<file path="src/hdl/sqve_pkg.sv">
// shared constants and types for the sprite quad vertex expander
package sqve_pkg;

   localparam int TEX_TABLE_DEPTH = 8;
   localparam int TEX_SLOT_BITS   = $clog2(TEX_TABLE_DEPTH);
   localparam int TEX_COUNT_BITS  = $clog2(TEX_TABLE_DEPTH + 1);
   localparam int MAX_SPRITES     = 1024;
   localparam int SLOT_BITS       = 10;
   localparam int COUNT_BITS      = 11;
   localparam int CORNER_BITS     = 2;
   localparam int QUEUE_DEPTH     = 2;
   localparam int QUEUE_PTR_BITS  = $clog2(QUEUE_DEPTH);

   localparam logic       FUNC_ADD     = 1'b0;
   localparam logic       FUNC_REFRESH = 1'b1;
   localparam logic [3:0] TEX_SLOT_NONE = 4'hF;

   // one classified sprite, ready for vertex generation
   typedef struct packed {
      logic                  rejected;
      logic                  full;
      logic [SLOT_BITS-1:0]  slot;
      logic signed [31:0]    x0;
      logic signed [31:0]    x1;
      logic signed [31:0]    y0;
      logic signed [31:0]    y1;
      logic [31:0]           color;
      logic [15:0]           u0;
      logic [15:0]           u1;
      logic [15:0]           v0;
      logic [15:0]           v1;
      logic [3:0]            tex_slot;
   } job_type;

   function automatic logic [31:0] sat_add_s32(logic [31:0] a, logic [31:0] b);
      logic [32:0] sum;
      sum = {a[31], a} + {b[31], b};
      if (sum[32] != sum[31]) begin
         return sum[32] ? 32'h8000_0000 : 32'h7FFF_FFFF;
      end
      return sum[31:0];
   endfunction

   function automatic logic [15:0] sat_add_u16(logic [15:0] a, logic [15:0] b);
      logic [16:0] sum;
      sum = {1'b0, a} + {1'b0, b};
      return sum[16] ? 16'hFFFF : sum[15:0];
   endfunction

endpackage

</file>
<file path="src/hdl/sprite_quad_vertex_expander_unit.sv">
// top level of the sprite quad vertex expander
//
// req_* carries one sprite per word: an add at the next free batch slot or a
// refresh of the slot in req_object_index. rsp_* returns four vertex words per
// sprite in corner order (0,0), (1,0), (1,1), (0,1), the last flagged by
// rsp_last_vertex; an add into a full batch returns one word with rsp_rejected.
// csr_we/csr_wdata load the batch capacity (0 acts as 1, values above 1024 as
// 1024); write it only while the block is idle.
// Each sprite passes through the queue and the job register before its first vertex is loaded into the output register.
// Throughput: one vertex word per cycle while rsp_ready is high, set by the
// single output register that the vertex generator fills one corner at a time.
// The front end classifies a sprite in the cycle it is taken and a two-word
// queue lets it keep taking sprites while the output side is stalled; req_ready
// drops only when that queue is full. Holding rsp_ready low simply freezes the
// output word. Reset empties the queue, clears the sprite count and texture
// table fill and sets the capacity to 1024; it needs no clearing pass.
module sprite_quad_vertex_expander_unit (
   input  logic                           clock,
   input  logic                           reset,
   input  logic                           csr_we,
   input  logic [sqve_pkg::COUNT_BITS-1:0] csr_wdata,
   input  logic                           req_valid,
   output logic                           req_ready,
   input  logic                           req_func,
   input  logic [sqve_pkg::SLOT_BITS-1:0] req_object_index,
   input  logic signed [31:0]             req_x_pos,
   input  logic signed [31:0]             req_y_pos,
   input  logic signed [31:0]             req_x_size,
   input  logic signed [31:0]             req_y_size,
   input  logic [31:0]                    req_color_rgba,
   input  logic [15:0]                    req_tex_u0,
   input  logic [15:0]                    req_tex_v0,
   input  logic [15:0]                    req_tex_u_span,
   input  logic [15:0]                    req_tex_v_span,
   input  logic [31:0]                    req_texture_id,
   output logic                           rsp_valid,
   input  logic                           rsp_ready,
   output logic [11:0]                    rsp_vertex_number,
   output logic signed [31:0]             rsp_pos_x,
   output logic signed [31:0]             rsp_pos_y,
   output logic [31:0]                    rsp_vertex_color,
   output logic [15:0]                    rsp_tex_u,
   output logic [15:0]                    rsp_tex_v,
   output logic signed [3:0]              rsp_tex_slot,
   output logic                           rsp_last_vertex,
   output logic                           rsp_batch_full,
   output logic                           rsp_rejected
);
   import sqve_pkg::*;

   logic    push, queue_full, pop, job_valid;
   job_type push_job, pop_job;

   sqve_front u_front (
      .clock            (clock),
      .reset            (reset),
      .csr_we           (csr_we),
      .csr_wdata        (csr_wdata),
      .req_valid        (req_valid),
      .req_ready        (req_ready),
      .req_func         (req_func),
      .req_object_index (req_object_index),
      .req_x_pos        (req_x_pos),
      .req_y_pos        (req_y_pos),
      .req_x_size       (req_x_size),
      .req_y_size       (req_y_size),
      .req_color_rgba   (req_color_rgba),
      .req_tex_u0       (req_tex_u0),
      .req_tex_v0       (req_tex_v0),
      .req_tex_u_span   (req_tex_u_span),
      .req_tex_v_span   (req_tex_v_span),
      .req_texture_id   (req_texture_id),
      .queue_full       (queue_full),
      .push             (push),
      .push_job         (push_job)
   );

   sqve_queue u_queue (
      .clock     (clock),
      .reset     (reset),
      .push      (push),
      .push_job  (push_job),
      .full      (queue_full),
      .pop       (pop),
      .not_empty (job_valid),
      .pop_job   (pop_job)
   );

   sqve_back u_back (
      .clock             (clock),
      .reset             (reset),
      .job_valid         (job_valid),
      .job_in            (pop_job),
      .pop               (pop),
      .rsp_valid         (rsp_valid),
      .rsp_ready         (rsp_ready),
      .rsp_vertex_number (rsp_vertex_number),
      .rsp_pos_x         (rsp_pos_x),
      .rsp_pos_y         (rsp_pos_y),
      .rsp_vertex_color  (rsp_vertex_color),
      .rsp_tex_u         (rsp_tex_u),
      .rsp_tex_v         (rsp_tex_v),
      .rsp_tex_slot      (rsp_tex_slot),
      .rsp_last_vertex   (rsp_last_vertex),
      .rsp_batch_full    (rsp_batch_full),
      .rsp_rejected      (rsp_rejected)
   );

endmodule

</file>
<file path="src/hdl/sqve_front.sv">
// front end: batch accounting, texture slot table and corner sums
module sqve_front (
   input  logic                           clock,
   input  logic                           reset,
   input  logic                           csr_we,
   input  logic [sqve_pkg::COUNT_BITS-1:0] csr_wdata,
   input  logic                           req_valid,
   output logic                           req_ready,
   input  logic                           req_func,
   input  logic [sqve_pkg::SLOT_BITS-1:0] req_object_index,
   input  logic signed [31:0]             req_x_pos,
   input  logic signed [31:0]             req_y_pos,
   input  logic signed [31:0]             req_x_size,
   input  logic signed [31:0]             req_y_size,
   input  logic [31:0]                    req_color_rgba,
   input  logic [15:0]                    req_tex_u0,
   input  logic [15:0]                    req_tex_v0,
   input  logic [15:0]                    req_tex_u_span,
   input  logic [15:0]                    req_tex_v_span,
   input  logic [31:0]                    req_texture_id,
   input  logic                           queue_full,
   output logic                           push,
   output sqve_pkg::job_type              push_job
);
   import sqve_pkg::*;

   logic [31:0]               tex_table [TEX_TABLE_DEPTH];
   logic [TEX_COUNT_BITS-1:0] tex_count_ff, tex_count_in;
   logic [COUNT_BITS-1:0]     sprite_count_ff, sprite_count_in;
   logic [COUNT_BITS-1:0]     capacity_ff, capacity_in;
   logic [COUNT_BITS-1:0]     eff_cap;
   logic                      is_add, reject, hit, tex_write;
   logic [TEX_SLOT_BITS-1:0]  hit_slot;
   logic [3:0]                tex_slot;
   logic [SLOT_BITS-1:0]      slot;

   assign req_ready = !queue_full;
   assign push      = req_valid && req_ready;
   assign is_add    = (req_func == FUNC_ADD);

   always_comb begin
      if (capacity_ff == '0) begin
         eff_cap = COUNT_BITS'(1);
      end else if (capacity_ff > COUNT_BITS'(MAX_SPRITES)) begin
         eff_cap = COUNT_BITS'(MAX_SPRITES);
      end else begin
         eff_cap = capacity_ff;
      end
   end

   assign reject = is_add && (sprite_count_ff >= eff_cap);

   // lowest matching live entry wins
   always_comb begin
      hit      = 1'b0;
      hit_slot = '0;
      for (int i = TEX_TABLE_DEPTH - 1; i >= 0; i--) begin
         if ((TEX_COUNT_BITS'(i) < tex_count_ff) && (tex_table[i] == req_texture_id)) begin
            hit      = 1'b1;
            hit_slot = TEX_SLOT_BITS'(i);
         end
      end
   end

   always_comb begin
      tex_write = 1'b0;
      if (hit) begin
         tex_slot = 4'(hit_slot);
      end else if (tex_count_ff < TEX_COUNT_BITS'(TEX_TABLE_DEPTH)) begin
         tex_slot  = 4'(tex_count_ff);
         tex_write = 1'b1;
      end else begin
         tex_slot = TEX_SLOT_NONE;
      end
   end

   assign slot = is_add ? sprite_count_ff[SLOT_BITS-1:0] : req_object_index;

   always_comb begin
      sprite_count_in = sprite_count_ff;
      tex_count_in    = tex_count_ff;
      capacity_in     = csr_we ? csr_wdata : capacity_ff;
      if (push && !reject) begin
         if (is_add) begin
            sprite_count_in = sprite_count_ff + COUNT_BITS'(1);
         end
         if (tex_write) begin
            tex_count_in = tex_count_ff + TEX_COUNT_BITS'(1);
         end
      end
   end

   always_comb begin
      push_job = '0;
      push_job.rejected = reject;
      push_job.full     = 1'b1;
      if (!reject) begin
         push_job.full     = (sprite_count_in >= eff_cap);
         push_job.slot     = slot;
         push_job.x0       = req_x_pos;
         push_job.x1       = sat_add_s32(req_x_pos, req_x_size);
         push_job.y0       = req_y_pos;
         push_job.y1       = sat_add_s32(req_y_pos, req_y_size);
         push_job.color    = req_color_rgba;
         push_job.u0       = req_tex_u0;
         push_job.u1       = sat_add_u16(req_tex_u0, req_tex_u_span);
         push_job.v0       = req_tex_v0;
         push_job.v1       = sat_add_u16(req_tex_v0, req_tex_v_span);
         push_job.tex_slot = tex_slot;
      end
   end

   always_ff @(posedge clock) begin
      if (reset) begin
         tex_count_ff    <= '0;
         sprite_count_ff <= '0;
         capacity_ff     <= COUNT_BITS'(MAX_SPRITES);
      end else begin
         tex_count_ff    <= tex_count_in;
         sprite_count_ff <= sprite_count_in;
         capacity_ff     <= capacity_in;
      end
   end

   always_ff @(posedge clock) begin
      if (push && !reject && tex_write) begin
         tex_table[tex_count_ff[TEX_SLOT_BITS-1:0]] <= req_texture_id;
      end
   end

endmodule

</file>
<file path="src/hdl/sqve_queue.sv">
// short job queue between the front end and the vertex generator
module sqve_queue (
   input  logic              clock,
   input  logic              reset,
   input  logic              push,
   input  sqve_pkg::job_type push_job,
   output logic              full,
   input  logic              pop,
   output logic              not_empty,
   output sqve_pkg::job_type pop_job
);
   import sqve_pkg::*;

   job_type                     mem [QUEUE_DEPTH];
   logic [QUEUE_PTR_BITS-1:0]   wr_ptr_ff, wr_ptr_in;
   logic [QUEUE_PTR_BITS-1:0]   rd_ptr_ff, rd_ptr_in;
   logic [QUEUE_PTR_BITS:0]     count_ff, count_in;

   assign full      = (count_ff == (QUEUE_PTR_BITS + 1)'(QUEUE_DEPTH));
   assign not_empty = (count_ff != '0);
   assign pop_job   = mem[rd_ptr_ff];

   always_comb begin
      wr_ptr_in = wr_ptr_ff;
      rd_ptr_in = rd_ptr_ff;
      count_in  = count_ff;
      if (push) begin
         wr_ptr_in = (wr_ptr_ff == QUEUE_PTR_BITS'(QUEUE_DEPTH - 1)) ? '0
                   : wr_ptr_ff + QUEUE_PTR_BITS'(1);
      end
      if (pop) begin
         rd_ptr_in = (rd_ptr_ff == QUEUE_PTR_BITS'(QUEUE_DEPTH - 1)) ? '0
                   : rd_ptr_ff + QUEUE_PTR_BITS'(1);
      end
      if (push && !pop) begin
         count_in = count_ff + (QUEUE_PTR_BITS + 1)'(1);
      end else if (pop && !push) begin
         count_in = count_ff - (QUEUE_PTR_BITS + 1)'(1);
      end
   end

   always_ff @(posedge clock) begin
      if (reset) begin
         wr_ptr_ff <= '0;
         rd_ptr_ff <= '0;
         count_ff  <= '0;
      end else begin
         wr_ptr_ff <= wr_ptr_in;
         rd_ptr_ff <= rd_ptr_in;
         count_ff  <= count_in;
      end
   end

   always_ff @(posedge clock) begin
      if (push) begin
         mem[wr_ptr_ff] <= push_job;
      end
   end

endmodule

</file>
<file path="src/hdl/sqve_back.sv">
// back end: walks the four corners of a job into the output register
module sqve_back (
   input  logic                           clock,
   input  logic                           reset,
   input  logic                           job_valid,
   input  sqve_pkg::job_type              job_in,
   output logic                           pop,
   output logic                           rsp_valid,
   input  logic                           rsp_ready,
   output logic [11:0]                    rsp_vertex_number,
   output logic signed [31:0]             rsp_pos_x,
   output logic signed [31:0]             rsp_pos_y,
   output logic [31:0]                    rsp_vertex_color,
   output logic [15:0]                    rsp_tex_u,
   output logic [15:0]                    rsp_tex_v,
   output logic signed [3:0]              rsp_tex_slot,
   output logic                           rsp_last_vertex,
   output logic                           rsp_batch_full,
   output logic                           rsp_rejected
);
   import sqve_pkg::*;

   job_type                 job_ff, job_in_sel;
   logic                    busy_ff, busy_in;
   logic [CORNER_BITS-1:0]  corner_ff, corner_in;
   logic                    rsp_valid_ff, rsp_valid_in;
   logic                    load, is_last, cx, cy;
   logic [11:0]             vnum_ff;
   logic signed [31:0]      pos_x_ff, pos_y_ff;
   logic [31:0]             color_ff;
   logic [15:0]             u_ff, v_ff;
   logic [3:0]              tslot_ff;
   logic                    last_ff, full_ff, rej_ff;

   assign load    = busy_ff && (!rsp_valid_ff || rsp_ready);
   assign is_last = job_ff.rejected || (corner_ff == '1);
   // next job enters as the current one hands over its last word
   assign pop     = job_valid && (!busy_ff || (load && is_last));

   // corners in order (0,0) (1,0) (1,1) (0,1)
   assign cx = corner_ff[0] ^ corner_ff[1];
   assign cy = corner_ff[1];

   assign job_in_sel = pop ? job_in : job_ff;

   always_comb begin
      busy_in      = busy_ff;
      corner_in    = corner_ff;
      rsp_valid_in = rsp_valid_ff;
      if (rsp_ready) begin
         rsp_valid_in = 1'b0;
      end
      if (load) begin
         rsp_valid_in = 1'b1;
         corner_in    = corner_ff + CORNER_BITS'(1);
         if (is_last) begin
            busy_in = 1'b0;
         end
      end
      if (pop) begin
         busy_in   = 1'b1;
         corner_in = '0;
      end
   end

   always_ff @(posedge clock) begin
      if (reset) begin
         busy_ff      <= 1'b0;
         corner_ff    <= '0;
         rsp_valid_ff <= 1'b0;
      end else begin
         busy_ff      <= busy_in;
         corner_ff    <= corner_in;
         rsp_valid_ff <= rsp_valid_in;
      end
   end

   always_ff @(posedge clock) begin
      job_ff <= job_in_sel;
      if (load) begin
         if (job_ff.rejected) begin
            vnum_ff  <= '0;
            pos_x_ff <= '0;
            pos_y_ff <= '0;
            color_ff <= '0;
            u_ff     <= '0;
            v_ff     <= '0;
            tslot_ff <= '0;
         end else begin
            vnum_ff  <= {job_ff.slot, corner_ff};
            pos_x_ff <= cx ? job_ff.x1 : job_ff.x0;
            pos_y_ff <= cy ? job_ff.y1 : job_ff.y0;
            color_ff <= job_ff.color;
            u_ff     <= cx ? job_ff.u1 : job_ff.u0;
            v_ff     <= cy ? job_ff.v1 : job_ff.v0;
            tslot_ff <= job_ff.tex_slot;
         end
         last_ff <= is_last;
         full_ff <= job_ff.full;
         rej_ff  <= job_ff.rejected;
      end
   end

   assign rsp_valid         = rsp_valid_ff;
   assign rsp_vertex_number = vnum_ff;
   assign rsp_pos_x         = pos_x_ff;
   assign rsp_pos_y         = pos_y_ff;
   assign rsp_vertex_color  = color_ff;
   assign rsp_tex_u         = u_ff;
   assign rsp_tex_v         = v_ff;
   assign rsp_tex_slot      = tslot_ff;
   assign rsp_last_vertex   = last_ff;
   assign rsp_batch_full    = full_ff;
   assign rsp_rejected      = rej_ff;

endmodule
</file>
<file path="config.mk">
export PLATFORM = sky130hd
export DESIGN_NAME = sprite_quad_vertex_expander_unit
export DESIGN_NICKNAME = d
export VERILOG_FILES = /design/src/hdl/sqve_pkg.sv /design/src/hdl/sprite_quad_vertex_expander_unit.sv /design/src/hdl/sqve_front.sv /design/src/hdl/sqve_queue.sv /design/src/hdl/sqve_back.sv
export SDC_FILE = /design/constraint.sdc
export NUM_CORES = 2
export LEC_CHECK = 0
export BUFFER_PORTS_ARGS = -buffer_cell sky130_fd_sc_hd__clkbuf_2
export CAP_MARGIN = 5
export CORE_MARGIN = 2
export CORE_UTILIZATION = 30
export CTS_CLUSTER_SIZE = 24
export DETAILED_ROUTE_END_ITERATION = 6
export GPL_TIMING_DRIVEN = 0
export SYNTH_ARGS = -nofsm -noshare
export SYNTH_HDL_FRONTEND = slang
export SYNTH_SLANG_ARGS = --single-unit
</file>
<file path="constraint.sdc">
create_clock -name clock -period 26.5 [get_ports clock]
set_clock_uncertainty 0.1 [all_clocks]
set_input_delay 1.325 -clock clock [delete_from_list [all_inputs] [get_ports clock]]
set_output_delay 1.325 -clock clock [all_outputs]
set_load 0.02 [all_outputs]
</file>
# After elaboration in Yosys (flattened, before gate mapping)

Memories as Yosys holds them, arrays and structs flattened. A register that Yosys moved wholly into a read port is not among the register bits.
Cells that the tools add are included.

Bits in registers: 181
Memory bits (writable): 736
Memories kept: 2
Logic and storage cells: 148
Output and inout port bits: 149

Equal/unequal tests: 12
Bitwise operators: 2
Order comparisons: 12
$add $sub $neg: 11
Reduce and logical (&&, ||, !) cells: 35
Muxes and demuxes: 55

Memories:

| memory            | depth | width | read ports | clocked after Yosys merged registers in | wr ports | line             | text |
|---|---|---|---|---|---|---|---|
| u_queue.mem       | 2     | 240   | 1          | 1                                       | 1        | sqve_queue.sv:14 | `job_type mem [QUEUE_DEPTH];` |
| u_front.tex_table | 8     | 32    | 8          | 0                                       | 1        | sqve_front.sv:27 | `logic [31:0] tex_table [TEX_TABLE_DEPTH];` |

Operators with widths:

| kind                                                                        | count |
|---|---|
| 32-bit == test                                                              | 8 |
| 32-bit 2-to-1 mux                                                           | 8 |
| 239-bit 2-to-1 mux                                                          | 1 |
| 32-bit by 32-bit adder with 33-bit output                                   | 2 |
| 16-bit 2-to-1 mux                                                           | 4 |
| 11-bit 2-to-1 mux                                                           | 4 |
| 16-bit by 16-bit adder with 17-bit output                                   | 2 |
| 1-bit 2-to-1 mux                                                            | 25 |
| 3-bit 2-to-1 mux                                                            | 8 |
| 11-bit >= comparator                                                        | 2 |
| 1-bit logical AND                                                           | 17 |
| 3-bit by 4-bit less-than comparator with 1-bit output, first input constant | 4 |
| 11-bit by 1-bit adder with 11-bit output, second input constant             | 1 |
| 11-bit > comparator, second input constant                                  | 1 |
| 11-bit logical NOT                                                          | 1 |
| 10-bit 2-to-1 mux                                                           | 1 |
| 2-bit nonzero test                                                          | 5 |
| 1-bit by 4-bit less-than comparator with 1-bit output, first input constant | 2 |
| 2-bit by 4-bit less-than comparator with 1-bit output, first input constant | 2 |
| 4-bit 2-to-1 mux                                                            | 2 |
| 1-bit logical NOT                                                           | 6 |
| 2-bit by 1-bit adder with 2-bit output, second input constant               | 2 |
| 4-bit by 1-bit adder with 4-bit output, second input constant               | 1 |
| 2-bit == test, second input constant                                        | 2 |
| 10 further kinds                                                            | 16 |

# Logic depth before layout (Yosys ltp)

Depth in word-level cells: 14
Mapped depth: 20
Mapped depth without buffers: 20

# Modules after synthesis

From an unflattened synthesis, not the netlist that was laid out.

Cell total of the unflattened synthesis: 3220
Area, all modules: 50890.1 µm²

By module, submodules not included:

| module     | instances | area an instance (µm²) | cells an instance |
|---|---|---|---|
| sqve_front | 1         | 18743.0                | 1773 |
| sqve_queue | 1         | 18546.5                | 769 |
| sqve_back  | 1         | 13600.5                | 678 |

# Worst setup path after synthesis

No wires, ideal clock.

Path kind: input to register
Start point: in req_valid
End point: mem u_queue.mem[0][0] (netlist name), enable pin
Setup time: 846 ps
Stages on the path: 2
Data required time: 25554 ps
Arrival time: 11395 ps
Slack: 14158 ps
Cells stage by stage: nand2_1 -> nor2_1

Longest elaborated chain between the ends: 3

RTL lines:

| what                                   | line                                   | text |
|---|---|---|
| start, declared                        | sprite_quad_vertex_expander_unit.sv:22 | `input logic req_valid,` |
| 1-bit logical AND                      | sqve_front.sv:38                       | `assign push = req_valid && req_ready;` |
| 1-bit 2-to-1 mux                       | sqve_queue.sv:55                       | `if (push) begin` |
| 1-bit 2-to-1 mux (implied by the code) | sqve_queue.sv:56                       | `mem[wr_ptr_ff] <= push_job;` |
| end, declared                          | sqve_queue.sv:14                       |  |

Every way passes these cells.

==> implementation parameters <==
Parameter                              Value

Drt
  Iteration-0 DRC count of the detailed router ... 2176
  Wire length after detailed routing ... 137500 µm
  Vias per cell ... 4.732
  Number of design rule violations left after detail routing ... 0
  Detailed-route wire length per cell ... 22.38 µm
  Number of vias after detailed routing ... 29070
  First-pass detailed-route iteration total ... 5
  Post-route ant nets ... 0

Clocking
  Clock latency of the later-clocked register in the worst-skew pair ... between 700 and 800 ps
  Clock Sinks ... 1157
  Clock-pin slew on the worst setup and hold paths ... 60 ps
  H-tree depth ... 4
  Number of buffers added by the clock tree synthesis step ... 132
  Hold Buf Count CTS ... 0
  Post-CTS Setup Repair Bufs ... 0
  Post_cts resized ... 0
  Clock Tree Root ... clkbuf_16
  Clock Tree Buf Depth ... 3
  Clock tree from TritonCTS ... done

STA
  Worst setup margin ... 20660 ps
  Final critical delay including setup and external delays ... 5844 ps
  Number of setup violations in the final report ... 0
  Final-layout setup total negative slack ... 0 ps
  Tightest slew margin relative to the limit ... 24.21%
  Final-report hold violation count ... 0
  Unrepaired setup endpoints after global routing ... false
  Transition time of the tightest slew-check pin ... roughly 1100 ps
  Pins over their slew limit ... 0
  Max Clk Rate ... 171.1 MHz
  Final clock period utilization by the worst path ... 22.05%

Layout
  Most frequent cells in the layout ... 1123 x edfxtp_1, 432 x clkbuf_2, 241 x mux2_2
  Most frequent standard cell in the layout excluding fill and tap cells ... edfxtp_1
  Register area ... ~34000 µm²
  Area overhead of the layout relative to synthesis ... 20.23%
  Total area of multi-input combinational cells ... between 10000 and 15000 µm²
  Proportion of layout cells with a drive suffix above 1 ... 24.62%
  Fill cells ... 15650
  # nets final ... 4262

Worst setup path
  Count of buffer and inverter cells on the critical path ... 4
  Kind of end point of the critical path ... flop
  Delay of the slowest cell on the worst path ... slightly below 800 ps
  Cell family with the largest share of critical-path delay ... compound AO/OA/AOI/OAI gates
  Peak fanout along the critical path ... 10
  Cell with the largest stage delay on the worst path ... a2111oi_0
  Startpoint kind of the worst setup timing path ... primary input
  Worst Setup Path Type ... primary input to flop
  Worst endpoint data arrival time ... 6190 ps
  Cell breakdown of the critical path ... clkbuf_2 -> ha_1 -> nand2_1 -> or4_1 -> a2111oi_0 -> a311oi_1 -> o211ai_1 -> a31o_2 -> a21o_1 -> xor2_1 -> ha_1 -> clkbuf_1 -> nand3_1 -> o211ai_1 -> clkbuf_1 -> buf_2 -> a21oi_1
  Required time of the worst setup path ... 26850 ps

Run status
  Status ... finished, final reports clean

Synthesis
  Proportion of synthesized chip area in sequential cells ... 69.30%
  YS warnings ... 0
  Number of enable-type register cells in the synthesized netlist ... 1123
  Mapped Avg Cell Area ... between 15 and 20 µm²
  Syn_nets ... 3648
  Commonest register cell after synthesis ... edfxtp_1
  Number of flip-flops and latches in the synthesized netlist ... 1157
  Async set or reset register ratio after synthesis ... 0%
  Count of cell types in the netlist ... 68
  Post-Syn Area ... 49640 µm²
  Post-Synthesis Cells ... between 3000 and 4000

Die
  Starting density of the core ... approximately 30%
  Overall die height ... 410.8 µm
  Io pins ... about 430
  Die boundary width ... 410.8 µm
  Total core area ... 164600 µm²
  Die Footprint ... 168700 µm²
  Cell row count ... about 150

Power
  Cell Pwr Density ... 99.36 nW/µm²
  VDD IR-drop max ... 0.00006851 V
  Leakage dissipation ... 21.00 nW

Global routing
  Total congestion overflow ... 0
  Pin count of the biggest net entering global routing ... 105
  Global router's overall resource usage ... between 10% and 20%
  Via count of the first global-routing pass ... 29060
  Global-route wire length before repair ... 195800 µm
  Antenna violations before repair ... 26

Placement
  Placer's final routability congestion estimate ... 0.8935
  HPWL after detailed placement ... 100000 µm
  Post-Place Setup Slack ... 19830 ps
  Count of buffers inserted at the top-level ports ... 431

Hold path
  Class of the tightest hold or removal check ... flop to flop

Job
  Max-cap viol count ... 0
## power by group
group          switching (mW)  leakage (nW)  internal (mW)
Sequential              0.119          10.7           2.62
Combinational           0.901          8.19          0.485
Clock                   0.742          2.07           1.07
## kinds of logic after synthesis
logic type                 after synthesis  synth area share, %
muxes                                  349                7.645
xor gates and xnor gates               350                6.175
DFF                                   1157                69.30
buffers and inverters                  165                1.333
AOI/OAI and AO/OA                      364                4.552
adders and majority gates              131                3.362
and+or+nand+nor                        718                7.627
## registers in the layout (all words and copies together) (netlist names), 16 cells and up
signal,count
u_back.rsp_tex_u,16
u_front.tex_table,256
u_back.rsp_vertex_color,32
u_back.job_ff,240
u_back.rsp_pos_x,32
u_queue.mem,480
u_back.rsp_pos_y,32
u_back.rsp_tex_v,16
## metrics by stage
step | instance area [µm²] | utilization, % | total power [mW] | instances | hold WS (ps)
2_1_floorplan | 49640 | - | 3.693 | 3234 | 300.3
3_3_place_gp | 54540 | 33.13 | 4.306 | 5854 | 306.1
3_5_place_dp | 55410 | 33.66 | 4.195 | 5903 | 309.0
4_1_cts | 59670 | 36.25 | 6.027 | 6137 | 320.8
5_1_grt | 59670 | 36.25 | 6.210 | 6138 | 323.7
6_report | 59680 | 36.26 | 5.930 | 6143 | 316.7
## layout make-up
class,count,share of cell area [%]
Sequential cell,1157,57.64
Antenna cell,6,0.02516
Inverter,36,0.2390
Tap cell,2189,4.589
Buffer,129,0.8847
Timing Repair Buffer,480,4.952
Clock inverter,72,1.298
Clock buffer,162,5.847
Multi-Input combinational cell,1912,24.53
## routing by layer
| layer | global-route usage (%) | wire, µm |
|---|---|---|
| met1 | 20.67 | 58420 |
| met2 | 25.89 | 64740 |
| met3 | 4.052 | 9884 |
| met4 | 5.749 | 4266 |
| met5 | 0 | 133 |
## final timing paths
path	startpoint	to	slack (ps)	cells past startpoint
min	u_back.job_ff[238]	u_back.rsp_batch_full	320	0
min reg2reg	u_back.job_ff[238]	u_back.rsp_batch_full	320	0
max	req_y_pos[14]	u_queue.mem[0][120]	20660	17
max reg2reg	u_front.capacity_ff[6]	u_front.tex_table[7][26]	20810	18
## cell usage after synthesis, drive strengths merged, types with 10 or more instances
library cell | count | area [µm²]
edfxtp | 1123 | 33720
mux2 | 241 | 2714
xor2 | 207 | 1813
nor2 | 197 | 739.5
nor2b | 185 | 1157
a21oi | 148 | 752.0
xnor2 | 143 | 1252
ha | 127 | 1589
mux2i | 108 | 1081
clkbuf | 80 | 300.3
nand2 | 72 | 272.8
o21ai | 59 | 295.3
nor4 | 51 | 325.3
buf | 49 | 226.5
nor3 | 48 | 240.2
a21o | 41 | 307.8
nand3 | 37 | 185.2
nand4 | 36 | 225.2
dfxtp | 34 | 680.7
inv | 34 | 127.6
a31oi | 18 | 112.6
o21a | 18 | 135.1
and2 | 15 | 93.84
a211oi | 14 | 105.1
and3 | 14 | 87.58
or3 | 13 | 81.33
o211ai | 10 | 75.07
No activity file was read; power rests on OpenSTA's default activity.
